File: src/hdl/gcr_pkg.sv
// ----------------------------------------------------------------------------
// gcr_pkg
// Shared constants, types and tables of the grid column raycaster.
// ----------------------------------------------------------------------------
`default_nettype none

package gcr_pkg;

  localparam int SCREEN_WIDTH  = 120;
  localparam int SCREEN_HEIGHT = 35;
  localparam int MAP_SIZE      = 16;
  localparam int FOV_UNITS     = 512;
  localparam int MAX_DEPTH     = 16;

  localparam int STEP_Q12  = 410;
  localparam int DEPTH_Q12 = MAX_DEPTH * 4096;
  localparam int EDGE_SIN2 = 26843;

  // widths
  localparam int ROW_W   = 6;
  localparam int E_W     = 16;
  localparam int D_W     = 17;
  localparam int Q_W     = 33;
  localparam int V_W     = 18;
  localparam int MW      = 35;
  localparam int PW      = 2 * MW;
  localparam int DSQ_W   = 34;
  localparam int NUM_W   = 25;
  localparam int DV_W    = NUM_W - 1;
  localparam int DS_W    = D_W + 1;
  localparam int CEIL_W  = 12;
  localparam int ROM_AW  = 11;

  typedef enum logic [2:0] {
    GLYPH_BLANK  = 3'd0,
    GLYPH_FULL   = 3'd1,
    GLYPH_DARK   = 3'd2,
    GLYPH_MEDIUM = 3'd3,
    GLYPH_LIGHT  = 3'd4,
    GLYPH_HASH   = 3'd5,
    GLYPH_X      = 3'd6,
    GLYPH_DOT    = 3'd7
  } glyph_t;

  localparam logic [2:0] CFG_WALL_A = 3'd0;
  localparam logic [2:0] CFG_WALL_D = 3'd3;

  // Column offset table: column*FOV/width, modulo one turn
  typedef logic [11:0] col_tab_t [0:127];

  function automatic col_tab_t build_col_tab();
    col_tab_t t;
    for (int c = 0; c < 128; c++) begin
      t[c] = 12'((c * FOV_UNITS) / SCREEN_WIDTH);
    end
    return t;
  endfunction

  localparam col_tab_t COL_TAB = build_col_tab();

  // Quarter-wave sine magnitude, Q1.14, for k = 0..1024
  typedef logic [E_W-1:0] sin_tab_t [0:1024];

  function automatic sin_tab_t build_sin_tab();
    sin_tab_t        tab;
    longint unsigned x;
    longint unsigned x2;
    longint unsigned t;
    longint unsigned s;
    longint unsigned r;
    longint unsigned one;
    one = 64'd1073741824;
    for (int k = 0; k <= 1024; k++) begin
      x  = (longint'(k) * 64'd3373259426) / 2048;
      x2 = (x * x) >> 30;
      t  = one - x2 / 72;
      t  = one - ((x2 * t) >> 30) / 42;
      t  = one - ((x2 * t) >> 30) / 20;
      t  = one - ((x2 * t) >> 30) / 6;
      s  = (x * t) >> 30;
      r  = (s + 64'd32768) >> 16;
      if (r > 64'd16384) r = 64'd16384;
      tab[k] = E_W'(r);
    end
    return tab;
  endfunction

  localparam sin_tab_t SIN_TAB = build_sin_tab();

endpackage

`default_nettype wire

File: src/hdl/gcr_mul.sv
// ----------------------------------------------------------------------------
// gcr_mul
// Shared signed multiplier with a registered product.
// ----------------------------------------------------------------------------
`default_nettype none

module gcr_mul
  import gcr_pkg::*;
(
  input  wire logic                 clk,
  input  wire logic signed [MW-1:0] a,
  input  wire logic signed [MW-1:0] b,
  output logic      signed [PW-1:0] p_r
);

  // hold the product for the sequencer
  always_ff @(posedge clk) begin
    p_r <= PW'(a) * PW'(b);
  end

endmodule

`default_nettype wire

File: config.mk
export PLATFORM = sky130hd
export DESIGN_NAME = gcr_mul
export DESIGN_NICKNAME = d
export VERILOG_FILES = /design/src/hdl/gcr_pkg.sv /design/src/hdl/gcr_mul.sv
export SDC_FILE = /design/constraint.sdc
export NUM_CORES = 2
export LEC_CHECK = 0
export BUFFER_PORTS_ARGS = -buffer_cell sky130_fd_sc_hd__buf_2
export CORE_MARGIN = 2
export CORE_UTILIZATION = 60
export DETAILED_ROUTE_END_ITERATION = 10
export PLACE_DENSITY = 0.77
export SYNTH_ARGS = -nofsm -noshare
export SYNTH_HDL_FRONTEND = slang
export SYNTH_SLANG_ARGS = --single-unit
File: constraint.sdc
create_clock -name clk -period 12.4 [get_ports clk]
set_input_delay 3.1 -clock clk [delete_from_list [all_inputs] [get_ports clk]]
set_output_delay 3.1 -clock clk [all_outputs]
set_load 0.02 [all_outputs]
======== Yosys cells after proc, flatten, opt, wreduce, memory -nomap -nowiden ========
Index checks and enable logic that the tools add are counted.
storage, ports and cells
  register bits after elaboration ......... 70
  input port bits ......................... 71
  output and inout bits ................... 70
  logic and storage cells ................. 2
cells by class
  multiply operators ...................... 1
operators by type and width
  kind                          number
  multiplier 35 x 35 -> 70 bit  1

======== Longest topological paths before layout ========
  depth after elaboration ................. 1
  mapped depth ............................ 30
  mapped depth without buffers ............ 28

======== Worst setup path before layout ========
Ideal clock, no wire load.
  kind .................................... in2reg
  start ................................... in a[34]
  end ..................................... reg p_r[68]
  setup time .............................. 123 ps
  arrival time ............................ 10965 ps
  data required time ...................... 12277 ps
  slack ................................... 1312 ps
  stages on the path ...................... 28
  path buffers ............................ 3
  path through ............................ clkbuf_1 > clkbuf_1 > nand2_1 > inv_1 > fa_1 > fa_1 > fa_1 > inv_1 > fa_1 > inv_1 > fa_1 > fa_1 > fa_1 > inv_1 > fa_1 > inv_1 > ha_1 > buf_4 > a21o_1 > a21o_1 > a21oi_1 > o21ai_0 > a221o_1 > a21o_1 > a31oi_1 > o21a_1 > o21ai_1 > xor2_1
on the way
  cells in the longest elaborated chain, start to end .. 1
RTL lines
  item                          RTL line       text
  start: declaration            gcr_mul.sv:11  input wire logic signed [MW-1:0] a,
  multiplier 35 x 35 -> 70 bit  gcr_mul.sv:18  p_r <= PW'(a) * PW'(b);
  end signal: assignment        gcr_mul.sv:18
  end: declaration              gcr_mul.sv:13  output logic signed [PW-1:0] p_r
Every way passes these cells.

======== Final worst setup path ========
  start ................................... in b[8]
  end ..................................... reg p_r[68]
on the way
  cells in the longest elaborated chain, start to end .. 1
RTL lines
  item                          RTL line       text
  start: declaration            gcr_mul.sv:12  input wire logic signed [MW-1:0] b,
  multiplier 35 x 35 -> 70 bit  gcr_mul.sv:18
Every way passes these cells.

==> metrics <==
Congestion Overflow GR=0; Die Span X=277 um; WL per Instance=20.0 um; Hold Crit Class=primary input to flop; H-tree levels=3; post-detailed-route DRC marker count=0; Setup Buffers After CTS=0; Seq/Total Area, Yosys=0.0313; P&R area growth vs syn=3.01%; Placement Rows=100; GRT Total Usage=0.305; DRT antenna net count=0; Initial Util=0.604; status=finished, final reports clean; leading cell type in the layout, fill and taps excluded=fa_1; Critical path origin=b[8]; max reg flops=70; die area=76,900 sq um; largest net degree at the start of global routing=36; core area=74,200 sq um; Synth warnings=0; CP endpoint kind=flop; I/O pin total=141; TritonCTS clock tree=yes; clock sinks=70; Mapped Nets=6,260; WS Path Type=primary input to flop; relative slew slack=0.336; post_cts resized=0; Tcrit/Tclk final=0.916; CP arrival=11.59 ns; share of cells above drive strength 1=0.0435; CTS Buf Count=9; Final Setup Violations=0; RSZ-0062 raised after global routing=no; Synth async-reset ratio=0; Max Cap Viol=0; Post-Route WL=112,000 um; Worst setup endpoint=p_r[68]$_DFF_P_; CP peak stage delay=0.61 ns; Mean Syn Cell Area=9.60 sq um; Net count, final=6,179; clk root buf=clkbuf_16; crit path time final=11.35 ns; final hold violation count=0; Post-Route Setup TNS=0 ns; DRT Pass-1 Iters=6; # port buffers=140; Slowest cell on crit path=fa_1; die height=277 um; CP max FO=35; most frequent cells in the layout=fa_1, inv_1, and2_1; initial antenna violation count=9; crit-path most repeated cell=fa_1; Primary FF master, synth=dfxtp_1; Mapped Cells=4,671; clock tree buffer depth=2; vias in the first global route=34,500; clock slew at reported path FFs=0.07 ns; biggest regs=p_r (70); Peak Freq=88.1 MHz; via/cell ratio=5.56; Synth Cell Area=44,800 sq um; post-DP HPWL=94,000 um; Worst EP required=12.64 ns; Yosys reg bits=70; worst-margin pin slew=0.994 ns; GPL Wtd Cong=0.914; Pins Over Slew Limit=0; # hold bufs at CTS=0; DR vias=31,000; first-pass GRT wire length=182,000 um; DRT iter0 DRCs=1,695; EDFF count, synth=0; Cell variety after synth=71; CP startpoint kind=primary input; Reg with most FFs=p_r
## how the worst min path moves through the flow
stage | start | to | slack (ns) | cells past startpoint
4_1_cts | b[0] | p_r[0]$_DFF_P_ | 3.37 | 3
3_5_place_dp | p_r[6]$_DFF_P_ | p_r[6] | 3.52 | 1
5_1_grt | b[0] | p_r[0]$_DFF_P_ | 3.36 | 3
6_report | b[0] | p_r[0]$_DFF_P_ | 3.36 | 3
3_3_place_gp | p_r[3]$_DFF_P_ | p_r[3] | 3.52 | 1
2_1_floorplan | b[0] | p_r[0]$_DFF_P_ | 3.23 | 1
## layout make-up
class	count	area (sq um)
Multi-Input combinational cell	3191	38000
Fill cell	6079	28000
Inverter	1159	4350
Sequential cell	70	1400
Tap cell	969	1210
Timing Repair Buffer	159	843
Clock buffer	10	239
Clock inverter	6	93.8
Antenna cell	3	7.51
## worst max-delay path, delay by kind of cell
family / cells / cell delay, ns
XOR/XNOR: 1 / 0.15
adder cells (fa/ha/maj): 9 / 4.40
AND/OR/NAND/NOR: 1 / 0.27
AO/OA/AOI/OAI: 9 / 1.80
buffers and inverters: 8 / 1.85
## stage by stage
step	hold WS (ns)	setup slack, ns	std cells	cell area (sq um)	utilization
floorplan	3.23	1.31	4671	44800	-
global placement	3.52	0.935	5548	45800	0.618
detailed placement	3.52	0.727	5548	45800	0.618
CTS	3.37	1.08	5564	46200	0.622
global route	3.36	0.514	5567	46200	0.623
finish	3.36	1.05	5567	46200	0.623
## Yosys cell counts, drive strengths merged (15+ instances only)
cell / instances / area, sq um
a21o: 39 / 294
a21oi: 76 / 384
and2: 667 / 4170
buf: 19 / 161
clkbuf: 231 / 877
dfxtp: 70 / 1400
fa: 1311 / 26200
ha: 207 / 2590
inv: 1159 / 4350
nand2: 569 / 2140
nand2b: 15 / 93.8
nand4: 17 / 113
nor2: 53 / 201
o21ai: 48 / 251
xnor2: 54 / 473
xor2: 25 / 219
## cell families (layout without fill, tap and decap cells)
family,Yosys count,count (layout),share of synthesized area
and+or+nand+nor,1365,1365,0.156
buffers and inverters,1410,1334,0.120
DFF,70,70,0.0313
other,0,3,0
AOI/OAI and AO/OA,229,229,0.0335
adders and majority gates,1518,1518,0.643
xor gates and xnor gates,79,79,0.0154
## routing by layer
| metal | track usage | routed length, um |
|---|---|---|
| met5 | 0 | 49 |
| met4 | 0.157 | 6850 |
| met3 | 0.0353 | 5800 |
| met2 | 0.540 | 58700 |
| met1 | 0.370 | 40200 |
Power is left out: the tool's default activity adds up to more than one toggle a clock period on the data nets, which glitch-free logic cannot reach.
