[src/hdl/gcr_pkg.sv]
// ----------------------------------------------------------------------------
// gcr_pkg
// Shared constants, types and tables of the grid column raycaster.
// ----------------------------------------------------------------------------
`default_nettype none

package gcr_pkg;

  localparam int SCREEN_WIDTH  = 120;
  localparam int SCREEN_HEIGHT = 35;
  localparam int MAP_SIZE      = 16;
  localparam int FOV_UNITS     = 512;
  localparam int MAX_DEPTH     = 16;

  localparam int STEP_Q12  = 410;
  localparam int DEPTH_Q12 = MAX_DEPTH * 4096;
  localparam int EDGE_SIN2 = 26843;

  // widths
  localparam int ROW_W   = 6;
  localparam int E_W     = 16;
  localparam int D_W     = 17;
  localparam int Q_W     = 33;
  localparam int V_W     = 18;
  localparam int MW      = 35;
  localparam int PW      = 2 * MW;
  localparam int DSQ_W   = 34;
  localparam int NUM_W   = 25;
  localparam int DV_W    = NUM_W - 1;
  localparam int DS_W    = D_W + 1;
  localparam int CEIL_W  = 12;
  localparam int ROM_AW  = 11;

  typedef enum logic [2:0] {
    GLYPH_BLANK  = 3'd0,
    GLYPH_FULL   = 3'd1,
    GLYPH_DARK   = 3'd2,
    GLYPH_MEDIUM = 3'd3,
    GLYPH_LIGHT  = 3'd4,
    GLYPH_HASH   = 3'd5,
    GLYPH_X      = 3'd6,
    GLYPH_DOT    = 3'd7
  } glyph_t;

  localparam logic [2:0] CFG_WALL_A = 3'd0;
  localparam logic [2:0] CFG_WALL_D = 3'd3;

  // Column offset table: column*FOV/width, modulo one turn
  typedef logic [11:0] col_tab_t [0:127];

  function automatic col_tab_t build_col_tab();
    col_tab_t t;
    for (int c = 0; c < 128; c++) begin
      t[c] = 12'((c * FOV_UNITS) / SCREEN_WIDTH);
    end
    return t;
  endfunction

  localparam col_tab_t COL_TAB = build_col_tab();

  // Quarter-wave sine magnitude, Q1.14, for k = 0..1024
  typedef logic [E_W-1:0] sin_tab_t [0:1024];

  function automatic sin_tab_t build_sin_tab();
    sin_tab_t        tab;
    longint unsigned x;
    longint unsigned x2;
    longint unsigned t;
    longint unsigned s;
    longint unsigned r;
    longint unsigned one;
    one = 64'd1073741824;
    for (int k = 0; k <= 1024; k++) begin
      x  = (longint'(k) * 64'd3373259426) / 2048;
      x2 = (x * x) >> 30;
      t  = one - x2 / 72;
      t  = one - ((x2 * t) >> 30) / 42;
      t  = one - ((x2 * t) >> 30) / 20;
      t  = one - ((x2 * t) >> 30) / 6;
      s  = (x * t) >> 30;
      r  = (s + 64'd32768) >> 16;
      if (r > 64'd16384) r = 64'd16384;
      tab[k] = E_W'(r);
    end
    return tab;
  endfunction

  localparam sin_tab_t SIN_TAB = build_sin_tab();

endpackage

`default_nettype wire

[src/hdl/gcr_div.sv]
// ----------------------------------------------------------------------------
// gcr_div
// Restoring divider, one quotient bit per cycle.
// ----------------------------------------------------------------------------
`default_nettype none

module gcr_div
  import gcr_pkg::*;
(
  input  wire logic            clk,
  input  wire logic            rst_n,
  input  wire logic            start,
  input  wire logic [DV_W-1:0] dividend,
  input  wire logic [DS_W-1:0] divisor,
  output logic      [DV_W-1:0] quo_r,
  output logic                 done_r
);

  localparam int CNT_W = $clog2(DV_W + 1);

  logic [DS_W:0]    rem_r, rem_nxt;
  logic [DS_W-1:0]  den_r, den_nxt;
  logic [DV_W-1:0]  quo_nxt;
  logic [CNT_W-1:0] cnt_r, cnt_nxt;
  logic             run_r, run_nxt;
  logic             done_nxt;
  logic [DS_W:0]    rem_sh;

  // shift in one dividend bit, subtract where it fits
  always_comb begin
    rem_nxt  = rem_r;
    den_nxt  = den_r;
    quo_nxt  = quo_r;
    cnt_nxt  = cnt_r;
    run_nxt  = run_r;
    done_nxt = 1'b0;
    rem_sh   = {rem_r[DS_W-1:0], quo_r[DV_W-1]};
    if (start) begin
      rem_nxt = '0;
      den_nxt = divisor;
      quo_nxt = dividend;
      cnt_nxt = '0;
      run_nxt = 1'b1;
    end else if (run_r) begin
      if (rem_sh >= {1'b0, den_r}) begin
        rem_nxt = rem_sh - {1'b0, den_r};
        quo_nxt = {quo_r[DV_W-2:0], 1'b1};
      end else begin
        rem_nxt = rem_sh;
        quo_nxt = {quo_r[DV_W-2:0], 1'b0};
      end
      cnt_nxt = cnt_r + 1'b1;
      if (cnt_r == CNT_W'(DV_W - 1)) begin
        run_nxt  = 1'b0;
        done_nxt = 1'b1;
      end
    end
  end

  always_ff @(posedge clk) begin
    if (!rst_n) begin
      run_r  <= 1'b0;
      done_r <= 1'b0;
      cnt_r  <= '0;
    end else begin
      run_r  <= run_nxt;
      done_r <= done_nxt;
      cnt_r  <= cnt_nxt;
    end
    rem_r <= rem_nxt;
    den_r <= den_nxt;
    quo_r <= quo_nxt;
  end

endmodule

`default_nettype wire

[config.mk]
export PLATFORM = sky130hd
export DESIGN_NAME = gcr_div
export DESIGN_NICKNAME = d
export VERILOG_FILES = /design/src/hdl/gcr_pkg.sv /design/src/hdl/gcr_div.sv
export SDC_FILE = /design/constraint.sdc
export NUM_CORES = 1
export LEC_CHECK = 0
export ABC_AREA = 1
export BUFFER_PORTS_ARGS = -buffer_cell sky130_fd_sc_hd__buf_2
export CORE_MARGIN = 2
export CORE_UTILIZATION = 55
export CTS_BUF_LIST = sky130_fd_sc_hd__clkbuf_8
export CTS_CLUSTER_SIZE = 10
export DETAILED_ROUTE_END_ITERATION = 10
export PLACE_DENSITY = 0.91
export REMOVE_ABC_BUFFERS = 1
export SYNTH_ARGS = -nofsm -noshare
export SYNTH_HDL_FRONTEND = slang
export SYNTH_SLANG_ARGS = --single-unit
export TNS_END_PERCENT = 20
[constraint.sdc]
create_clock -name clk -period 2.6 [get_ports clk]
set_input_delay 0.13 -clock clk [delete_from_list [all_inputs] [get_ports clk]]
set_output_delay 0.13 -clock clk [all_outputs]
set_load 0.02 [all_outputs]
Word-level counts from Yosys, hierarchy flattened
Cells that the tools add are included.

Register bits: 67. Word-level logic and storage cells: 23.

Order comparisons: 1. Eq/ne operators: 1. $add $sub $neg: 2. Reductions and logical operators: 3. Multiplexer cells: 8. Bitwise gates (word level): 2.

Operator list (number): $mux W24 (2); $ge A19 B18 Y1 (1); $mux W18 (1); $sub A18 B18 Y18 (1); $add A5 B1 Y5 const B (1); $eq A5 B5 Y1 const B (1); $mux W1 (5); $reduce_or A3 Y1 (1); $not A1 Y1 (2); $reduce_bool A2 Y1 (1); $reduce_or A2 Y1 (1).

Longest topological paths before layout
Depth after elaboration: 4. Depth in mapped cells: 16.

Worst setup path before layout
No wires, ideal clock.

Path kind: flip-flop to flip-flop. From: register quo_r[23]. To: register rem_r[14]. Data arrival time: 1859 ps. Cell stages (with the launch flop): 15. Setup slack: 628 ps. Path buffers: 0. Data required time: 2487 ps. Library setup time: 113 ps. Cells stage by stage: edfxtp_1 > inv_1 > ha_1 > inv_1 > fa_1 > inv_1 > nor2_1 > nor2_1 > o21bai_1 > nand2_1 > nand3b_1 > nand2_1 > nand2_1 > nand3_1 > nand2_1.

Cells in the longest elaborated chain, start to end: 2. Elaborated cells between the ends (all ways): 3. Those cells by class: 1 x add/sub; 1 x order compare; 1 x mux.

Ends and longest elaborated chain: start: declaration (line gcr_div.sv:15) `output logic [DV_W-1:0] quo_r,`; start signal: assignment (line gcr_div.sv:72) `quo_r <= quo_nxt;`; $sub A18 B18 Y18 or $ge A19 B18 Y1 (tied branches) (line gcr_div.sv:46, gcr_div.sv:45); $mux W18 (*) (line gcr_div.sv:45) `if (rem_sh >= {1'b0, den_r}) begin`; end signal: assignment (line gcr_div.sv:70) `rem_r <= rem_nxt;`; end: declaration (line gcr_div.sv:21) `logic [DS_W:0] rem_r, rem_nxt;`.

Every way passes the cells marked *; elsewhere a longest branch is shown, timed or not. A chain may end at the register's enable or synchronous reset.

Worst setup path in the final report
From: register quo_r[23]. To: register rem_r[12].

Same word-level chain as after synthesis.

==> impl_metrics.tcl <==
set metrics [dict create \
    hold_viol_final 0 \
    synth_top_family_by_area "simple AND/OR/NAND/NOR gates" \
    cts_max_level 3 \
    drcViolationCount 0 \
    p_leak_uw 0.00235 \
    synth_mux_area_share_pct 0 \
    drt_iter0_drc 249 \
    cts_buffers 9 \
    synth_compound_area_share_pct 4.95 \
    clk_pin_slew_ns 0.07 \
    cp_slowest_cell "fa_1" \
    vias 3543 \
    ir_drop_uv 390 \
    synth_edf_count 42 \
    synthTopCellsByArea "edfxtp_1 33%, nand2_1 19%, dfxtp_1 13%" \
    setup_tns_ns 0 \
    period_needed_ns 2.27 \
    critPathKind "reg -> reg" \
    worstPathCellList "inv_1 > ha_1 > inv_1 > fa_1 > inv_1 > nor2_1 > o21ai_0 > nand2_1 > nand2_1 > nand2_1 > nand2_1 > nand2_1 > nand2_1 > nand3_1 > nand2_1" \
    setup_viol 0 \
    synth_top_area_cell "edfxtp_1" \
    synthAdderAreaFrac_pct 6.70 \
    cpPeakStageDelay_ns 0.42 \
    grt_overflow 0 \
    worstPathRequired_ns 2.88 \
    ant_nets 0 \
    cts_tree "done" \
    syn_inst 496 \
    io_pins 70 \
    numClockSinks 67 \
    slew_headroom_pct 14.6 \
    instances_no_fill 688 \
    synth-xor-area-share_pct 1.82 \
    worst_path_most_repeated_cell "nand2_1" \
    first_pass_iters 5 \
    syn-cell-area_um2 3840 \
    fmax_ghz 0.441 \
    power_density_nw_per_um2 520 \
    antennaDiodeCount 0 \
    grt_first_pass_wirelength_um 15300 \
    grt_max_degree 34 \
    critPathBufInv 3 \
    cp_max_fo 3 \
    dp_hpwl_um 6400 \
    wl_per_cell_um 13.5 \
    wirelength_um 9260 \
    insertion_delay_ns 0.34 \
    synth_top_area_share_pct 32.8 \
    ys.flop_type "edfxtp_1" \
    core-area_um2 6790 \
    slew_viol_final 0 \
    cts_buffer_depth 2 \
    drive_gt1_share_pct 17.7 \
    seq_area_frac_synth_pct 45.8 \
    n_fill_cell 496 \
    area_delta_synth_final_pct 20.7 \
    die_h_um 87.6 \
    fin_crit_sh_pct 87.3 \
    antenna_found_initial 0 \
    grt_usage_pct 25.6 \
    rr_startpoint "quo_r[23]" \
    yosys.area_share.simple_pct 32.5 \
    async_flop_share_pct 0 \
    crit_family "simple AND/OR/NAND/NOR gates" \
    synth-seq-cells 67 \
    cp-end-kind "flop" \
    die_area_um2 7680 \
    die_x_um 87.6 \
    io_buffers 69 \
    cts_root_buf "clkbuf_8" \
    cp_data_arrival_time_ns 2.55 \
    hp-start "rst_n" \
    crit_start "quo_r[23]" \
    gp_congestion 0.901 \
    routed_via_density 5.15 \
    dp.cells 654 \
    status "finished clean" \
    hold_path.class "in -> reg" \
    seqCellArea_um2 1760 \
    first_global_vias 3518 \
    synth_cell_types 31 \
    placed_cell_area_um2 4280 \
    final_area_um2 4640 \
    finalNetCount 652 \
    avgSynthCellArea_um2 7.75 \
    initial_core_util_pct 56.6 \
    cap_violations 0 \
    ys_warn_count 0 \
    fin_skew_ns 0.00936 \
    fp-row-count 30 \
    cts_resized 0 \
    multi_input_area_um2 1770 \
    rsz0062_at_grt "no" \
    startpoint_type "flop" \
    tightestPinTransition_ns 1.28 \
]
through the flow:
stage          utilization (%)  worst slack, ns  total power (uW)  hold slack [ns]
2_1_floorplan                -            0.564              1480            0.229
3_3_place_gp              63.0            0.473              1600            0.307
3_5_place_dp              63.0            0.407              1610            0.309
4_1_cts                   68.3            0.384              2410           0.0176
5_1_grt                   68.3            0.106              2510           0.0276
6_report                  68.3            0.330              2410           0.0345
cell usage after synthesis (3+ instances only):
| cell | number |
|---|---|
| buf_2 | 3 |
| edfxtp_1 | 42 |
| o21ai_0 | 10 |
| nand3b_1 | 14 |
| nor2_1 | 22 |
| ha_1 | 19 |
| nor3_1 | 12 |
| nand2_1 | 193 |
| xnor2_1 | 7 |
| a21oi_1 | 15 |
| clkbuf_1 | 6 |
| dfxtp_1 | 25 |
| a31oi_1 | 3 |
| nand3_1 | 35 |
| clkinv_1 | 3 |
| inv_1 | 61 |
| nand2_2 | 6 |
worst reg2reg max path, delay by kind of cell (launching register included):
kind | cells | cell delay (ns)
buf+inv | 3 | 0.27
simple gates | 9 | 0.80
fa+ha+maj | 2 | 0.58
compound gates | 1 | 0.19
flops | 1 | 0.38
area by class of cell:
class	instances	share of cell area (%)
timing repair buffer	92	12.1
clock inverter	5	0.647
inverter	66	5.34
tap	96	2.59
clock buffer	11	3.26
multi-input combinational	351	38.1
sequential	67	38.0
logic make-up (layout without fill, tap and decap cells):
logic type	count (synthesis)	in the layout
compound gates	34	34
xor+xnor	8	8
fa+ha+maj	20	20
buf+inv	78	174
flops	67	67
simple gates	289	289
sequential cells by signal, summed over array words and instances (netlist names):
register	cells
cnt_r	5
done_r	1
run_r	1
quo_r	24
den_r	18
rem_r	18
final timing paths:
path,endpoint,slack (ns),cells after the start
max,rem_r[12],0.33,15
min,run_r,0.03,3
max reg2reg,rem_r[12],0.33,15
min reg2reg,run_r,0.49,1
placed cells by master, fill, tap and decap left out, types with 11 or more instances in the layout:
master and instances:
nand3_1 35, nor3_1 12, buf_2 69, dlygate4sd3_1 18, edfxtp_1 42, inv_1 62
dfxtp_1 25, nand3b_1 14, nor2_1 22, clkbuf_8 11, a21oi_1 15, ha_1 19
nand2_1 193
timing repair:
item | CTS | global route
hold buffers | 18 | 0
setup buffers | 0 | 0
hold endpoints to repair | 18 | 0
power by group:
group | internal, uW | switching, uW
Combinational | 141 | 237
Sequential | 1210 | 33.3
Clock | 393 | 402
Total | 1740 | 671
metal layers:
layer,global-route usage (%),wire (um),vias to the layer above
li1,-,-,1772
met1,32.1,4100,1595
met5,0,0,-
met3,6.03,632,18
met4,10.6,174,0
met2,42.6,4350,158
Note: power is estimated with default switching activity, not from simulation.
